==> config.mk <==
export PLATFORM = sky130hd
export DESIGN_NAME = swrq_div
export DESIGN_NICKNAME = d
export VERILOG_FILES = /design/src/rtl/core/swrq_pkg.sv /design/src/rtl/core/swrq_div.sv
export SDC_FILE = /design/constraint.sdc
export NUM_CORES = 1
export LEC_CHECK = 0
export BUFFER_PORTS_ARGS = -buffer_cell sky130_fd_sc_hd__buf_4
export CAP_MARGIN = 20
export CORE_ASPECT_RATIO = 1.5
export CORE_MARGIN = 2
export CORE_UTILIZATION = 50
export DETAILED_ROUTE_END_ITERATION = 10
export PLACE_DENSITY_LB_ADDON = 0.2
export SYNTH_ARGS = -nofsm -noshare
export SYNTH_HDL_FRONTEND = slang
export SYNTH_SLANG_ARGS = --single-unit
==> constraint.sdc <==
create_clock -name aclk -period 4.13 [get_ports aclk]
set_clock_uncertainty 0.05 [all_clocks]
set_input_delay 0 -clock aclk [delete_from_list [all_inputs] [get_ports aclk]]
set_output_delay 0 -clock aclk [all_outputs]
set_load 0.02 [all_outputs]
==> src/rtl/core/swrq_pkg.sv <==
// ----------------------------------------------------------------------------
// swrq_pkg
// Shared constants, register map, state encoding and divider port structs for
// the sliding window reception quality block.
// ----------------------------------------------------------------------------
package swrq_pkg;

    localparam int unsigned RING_DEPTH_DEFAULT = 256;

    localparam int unsigned WIN_W   = 17;
    localparam int unsigned EXP_W   = 16;
    localparam int unsigned TIME_W  = 32;
    localparam int unsigned QUAL_W  = 15;

    localparam logic [TIME_W-1:0] HOLDOFF_SECONDS = 32'd30;
    localparam logic [QUAL_W-1:0] QUALITY_MAX     = 15'd32767;
    localparam logic [6:0]        PERCENT_SCALE   = 7'd100;

    localparam logic [WIN_W-1:0]  WINDOW_RESET   = 17'd3600;
    localparam logic [EXP_W-1:0]  EXPECTED_RESET = 16'd60;
    localparam logic [TIME_W-1:0] START_RESET    = 32'd0;

    localparam int unsigned DIV_W     = 48;
    localparam int unsigned DIV_CNT_W = $clog2(DIV_W);

    typedef enum logic [1:0] {
        REG_WINDOW   = 2'd0,
        REG_EXPECTED = 2'd1,
        REG_START    = 2'd2
    } reg_index_t;

    typedef enum logic [3:0] {
        ST_IDLE,
        ST_STORE,
        ST_PRUNE_RD,
        ST_PRUNE,
        ST_MUL,
        ST_EXP_START,
        ST_EXP_WAIT,
        ST_QUAL_START,
        ST_QUAL_WAIT,
        ST_EMIT
    } state_t;

    typedef struct packed {
        logic             start;
        logic [DIV_W-1:0] numerator;
        logic [DIV_W-1:0] denominator;
    } div_req_t;

    typedef struct packed {
        logic             done;
        logic [DIV_W-1:0] quotient;
    } div_rsp_t;

endpackage

==> src/rtl/core/swrq_div.sv <==
// ----------------------------------------------------------------------------
// swrq_div
// Restoring unsigned divider, one quotient bit per cycle.
// ----------------------------------------------------------------------------
module swrq_div
    import swrq_pkg::*;
(
    input  logic     aclk,
    input  logic     aresetn,
    input  div_req_t req,
    output div_rsp_t rsp
);

    logic [DIV_W-1:0]     rem_reg, rem_next;
    logic [DIV_W-1:0]     quo_reg, quo_next;
    logic [DIV_W-1:0]     den_reg, den_next;
    logic [DIV_CNT_W-1:0] cnt_reg, cnt_next;
    logic                 busy_reg, busy_next;
    logic                 done_reg, done_next;
    logic [DIV_W:0]       trial;
    logic [DIV_W:0]       diff;

    always_comb begin
        rem_next  = rem_reg;
        quo_next  = quo_reg;
        den_next  = den_reg;
        cnt_next  = cnt_reg;
        busy_next = busy_reg;
        done_next = 1'b0;
        trial     = {rem_reg, quo_reg[DIV_W-1]};
        diff      = trial - {1'b0, den_reg};
        if (req.start) begin
            rem_next  = '0;
            quo_next  = req.numerator;
            den_next  = req.denominator;
            cnt_next  = '0;
            busy_next = 1'b1;
        end else if (busy_reg) begin
            if (trial >= {1'b0, den_reg}) begin
                rem_next = diff[DIV_W-1:0];
                quo_next = {quo_reg[DIV_W-2:0], 1'b1};
            end else begin
                rem_next = trial[DIV_W-1:0];
                quo_next = {quo_reg[DIV_W-2:0], 1'b0};
            end
            cnt_next = cnt_reg + 1'b1;
            if (cnt_reg == DIV_CNT_W'(DIV_W - 1)) begin
                busy_next = 1'b0;
                done_next = 1'b1;
            end
        end
    end

    always_ff @(posedge aclk) begin
        if (!aresetn) begin
            busy_reg <= 1'b0;
            done_reg <= 1'b0;
            cnt_reg  <= '0;
        end else begin
            busy_reg <= busy_next;
            done_reg <= done_next;
            cnt_reg  <= cnt_next;
        end
        rem_reg <= rem_next;
        quo_reg <= quo_next;
        den_reg <= den_next;
    end

    assign rsp.done     = done_reg;
    assign rsp.quotient = quo_reg;

endmodule

Word-level counts from Yosys, hierarchy flattened
Cells that the tools add are included.

Register bits: 152. Bits in latches: 0. Memory bits (writable): 0. Bits in read-only memories: 0. Input port bits: 99. Output and inout port bits: 49. Logic and storage cells: 23. Memories: 0.

Add/sub/neg operators: 2. $mul: 0. Divide/modulo/power cells: 0. Magnitude comparators: 1. Equality and inequality tests: 1. Shift-type cells: 0. Mux-type cells: 8. Bitwise logic cells: 2. Reduce and logical (&&, ||, !) cells: 3.

Operator list (number): $mux W48 (3); $ge A49 B48 Y1 (1); $sub A48 B48 Y48 (1); $add A6 B1 Y6 const B (1); $eq A6 B6 Y1 const B (1); $mux W1 (5); $reduce_or A3 Y1 (1); $not A1 Y1 (2); $reduce_bool A2 Y1 (1); $reduce_or A2 Y1 (1).

Depth between registers and ports, before layout
Depth after elaboration: 4. Depth in mapped cells: 15. Mapped depth without buffers: 13.

Least setup slack after synthesis
OpenSTA, ideal clock, no wires.

Path type: register to register. Start point: register den_reg[42]. End point: register rem_reg[13]. Library setup time: 128 ps. Data arrival time: 2718 ps. Data required time: 3952 ps. Setup slack: 1234 ps. Cell stages (with the launch flop): 14. Path buffers: 1. Clock period less this slack: 2896 ps. Cell sequence: edfxtp_1 -> inv_1 -> ha_1 -> a21o_1 -> a21o_1 -> a21o_1 -> a211oi_1 -> nor2_1 -> or4_4 -> a21oi_2 -> buf_6 -> mux2_2 -> mux2i_1 -> nor2_1.

Cells in the longest elaborated chain, start to end: 2.

RTL lines: start: declaration (line swrq_div.sv:16) `logic [DIV_W-1:0] den_reg, den_next;`; start signal: assignment (line swrq_div.sv:66) `den_reg <= den_next;`; $ge A49 B48 Y1 (line swrq_div.sv:39) `if (trial >= {1'b0, den_reg}) begin`; $mux W48 (line swrq_div.sv:39); end signal: assignment (line swrq_div.sv:64) `rem_reg <= rem_next;`; end: declaration (line swrq_div.sv:14) `logic [DIV_W-1:0] rem_reg, rem_next;`.

No other way between the ends. A chain may end at the register's enable or synchronous reset.

Worst setup path in the final report
Start point: register den_reg[6]. End point: register rem_reg[44].

Cells in the longest elaborated chain, start to end: 2. Elaborated cells between the ends (all ways): 3. Those cells by class: 1 x add/sub; 1 x order compare; 1 x mux.

RTL lines (line): $sub A48 B48 Y48 or $ge A49 B48 Y1 (tied branches) (swrq_div.sv:31, swrq_div.sv:39); $mux W48 (*) (swrq_div.sv:39).

Mark *: on every way between the ends. The rest lies on a longest branch, timed or not.

==> results.py <==
metrics = {
    "global_route": {
        "track_usage_pct": 23.5,
        "grt_remaining_overflow": 0,
        "grt_pass1_vias": 7655,
        "grt_pass1_wl_mm": 35.9,
        "antenna_found_initial": 0,
        "grt_max_degree": 56,
    },
    "cts": {
        "htreeDepth": 4,
        "post_cts_buffers": 0,
        "cts_tree": "built",
        "path_clk_slew_ns": 0.07,
        "clkLatencyLatePin_ns": 0.44,
        "cts_buffers": 17,
        "cts_root_buf": "clkbuf_16",
        "clk_path_buf_depth": 2,
        "cts_sinks": 152,
    },
    "timing": {
        "slew_headroom_pct": 33.8,
        "hold_violations": 0,
        "finalSetupTns_ns": 0,
        "setup_viol": 0,
        "timing.final.crit_share_pct": 85.3,
        "fmax_mhz": 284,
        "fin_crit_ns": 3.52,
        "drv_slew": 0,
        "worst_pin_slew_ns": 0.991,
        "rsz0062_at_grt": "false",
    },
    "setup_path": {
        "cp_slowest_cell": "a21oi_4",
        "rrSetupSlack_ns": 0.61,
        "critPathMostFrequentCell": "a21oi_1",
        "cp_max_fo": 22,
        "crit_path_end_kind": "flip-flop",
        "cp.required_ns": 4.37,
        "arrival_ns": 3.76,
        "cpPeakStageDelay_ns": 0.52,
        "crit_chain": "inv_1, ha_1, a21oi_1, o22ai_1, a21oi_1, a21oi_1, o21ai_1, a21oi_2, a21oi_4, buf_4, and4bb_1, a21oi_1, a211oi_1",
        "cp-start-kind": "flip-flop",
        "path_class": "reg -> reg",
    },
    "logic_synthesis": {
        "synthesis.nets": 1041,
        "synth_top_family_by_area": "compound AO/OA/AOI/OAI gates",
        "synth_compound_area_share_pct": 17.4,
        "seq_area_frac_synth_pct": 45.5,
        "synth_cell_type_count": 64,
        "synth-xor-area-share_pct": 4.18,
        "netlist_area_sq_um": 8800,
        "synth_ff_type": "edfxtp_1",
        "synth.area.mux_share_pct": 8.33,
        "synth_adder_area_share_pct": 7.19,
        "async_flop_share_pct": 0,
        "synth_edf_count": 96,
        "yosys.area_share.simple_pct": 12.3,
        "avgSynthCellArea_sq_um": 9.87,
        "yosys_warnings": 0,
        "ys_ff_latch": 152,
        "synth_cells": 892,
    },
    "layout": {
        "antenna-diode-count": 0,
        "areaGrowthSynthToFinish_pct": 31.6,
        "finalNetCount": 1269,
        "drive_gt1_share_pct": 22.0,
        "post-route-util_pct": 67.1,
        "fill_cells": 1378,
        "multi_input_area_sq_um": 4350,
        "seq_area_sq_um": 4010,
    },
    "floorplan": {
        "die_h_um": 167,
        "coreArea_sq_um": 17300,
        "die_area_sq_um": 18700,
        "die_w_um": 112,
        "io_pins": 148,
        "rows": 59,
        "start_util_pct": 51.0,
    },
    "placed_design": {
        "io_buffers": 147,
        "gp_congestion": 0.907,
        "dp_hpwl_mm": 14.8,
    },
    "worst_hold_path": {
        "hp-class": "in -> reg",
    },
    "routing": {
        "drc": 0,
        "met2_length_mm": 11.6,
        "routed_wl_mm": 21.8,
        "dr.pass1.iters": 6,
        "vias": 7404,
        "first_iter_violations": 312,
        "met3_length_mm": 1.14,
        "viasPerCell": 5.50,
        "antenna_left": 0,
        "wirelength_met1_mm": 8.53,
        "wl_per_cell_um": 16.2,
        "top_layer": "met4",
    },
    "run_status": {
        "status": "finished clean",
    },
    "power_and_ir_drop": {
        "p_leak_uw": 0.00493,
        "ir_worst_vdd_uv": 290,
        "cellPowerDensity_nw_per_um2": 385,
    },
    "job": {
        "maxCapViolCount": 0,
    },
}
report_power, final:
group	total (uW)	switching, uW	leakage (uW)	internal (uW)
registers	1830	75.5	0.00141	1760
logic	1070	571	0.00323	494
clock network	1560	663	0.000286	902
path summary, 6_finish.rpt:
| path | start | end | depth (start not counted) |
|---|---|---|---|
| setup reg to reg | den_reg[6] | rem_reg[44] | 13 |
| setup / recovery | den_reg[6] | rem_reg[44] | 13 |
| hold reg to reg | cnt_reg[5] | cnt_reg[5] | 2 |
| hold / removal | req[96] | den_reg[47] | 1 |
through the flow:
stage	worst slack [ns]	std cells	power (uW)	hold slack, ns	area, sq um
2_1_floorplan	1.23	892	2530	0.0489	8800
3_3_place_gp	0.708	1217	2830	0.128	10000
3_5_place_dp	0.645	1217	2840	0.129	10000
4_1_cts	0.625	1346	4480	0.0231	11600
5_1_grt	0.369	1346	4670	0.0357	11600
6_report	0.609	1346	4460	0.0186	11600
critical path, delay by kind of cell (launching register included):
family	cells	cell delay, ns
DFF	1	0.32
AOI/OAI and AO/OA	9	2.04
buffers and inverters	2	0.41
and+or+nand+nor	1	0.22
adders and majority gates	1	0.33
routing by layer:
layer  vias up  GRT usage [%]
li1       3694              -
met1      3473           25.6
met2       196           44.1
met3        41           5.31
met4         0           8.64
met5         -              0
cells in the mapped netlist (7+ instances only):
cell	n	area share [%]
and2_1	7	0.50
o21bai_1	8	0.68
a21o_1	17	1.4
a211oi_1	38	3.2
nand4_1	13	0.92
mux2_2	50	6.4
o21ai_0	45	2.6
nand2b_1	9	0.64
mux2i_1	17	1.9
inv_1	65	2.8
dfxtp_1	56	13
nand2_1	53	2.3
clkbuf_1	32	1.4
xnor2_1	25	2.5
nor2_1	89	3.8
a21oi_1	86	4.9
xor2_1	17	1.7
ha_1	49	7.0
nor2b_1	9	0.64
nand3_1	15	0.85
nor3_1	10	0.57
edfxtp_1	96	33
final cells by class:
cell class / instances / share of cell area, %
Sequential cell: 152 / 34.6
Multi-Input combinational cell: 632 / 37.6
Clock buffer: 20 / 3.77
Tap cell: 213 / 2.30
Timing Repair Buffer: 252 / 18.4
Inverter: 65 / 2.11
Clock inverter: 12 / 1.23
repair_timing:
item	in CTS	in global routing
gates resized for setup	0	0
setup endpoints to repair	0	0
hold buffers	97	0
hold endpoints to repair	104	0
kinds of logic after synthesis:
kind of cell / count (synthesis)
fa+ha+maj: 50
mux: 67
xor+xnor: 42
simple gates: 230
compound gates: 243
buf+inv: 108
flops: 152
placed cells by master (no fill, tap or decap), types with 9 or more instances in the layout:
cell,instances
nor2_1,89
clkbuf_16,17
dlygate4sd3_1,97
mux2_2,50
nand4_1,13
buf_4,155
edfxtp_1,96
inv_1,64
nor2b_1,9
xor2_1,17
a21oi_1,86
o21ai_0,45
nand3_1,15
ha_1,49
dfxtp_1,55
xnor2_1,25
nand2_1,53
a21o_1,17
nand2b_1,9
nor3_1,10
a211oi_1,38
mux2i_1,17
(Power assumes the default switching activity.)
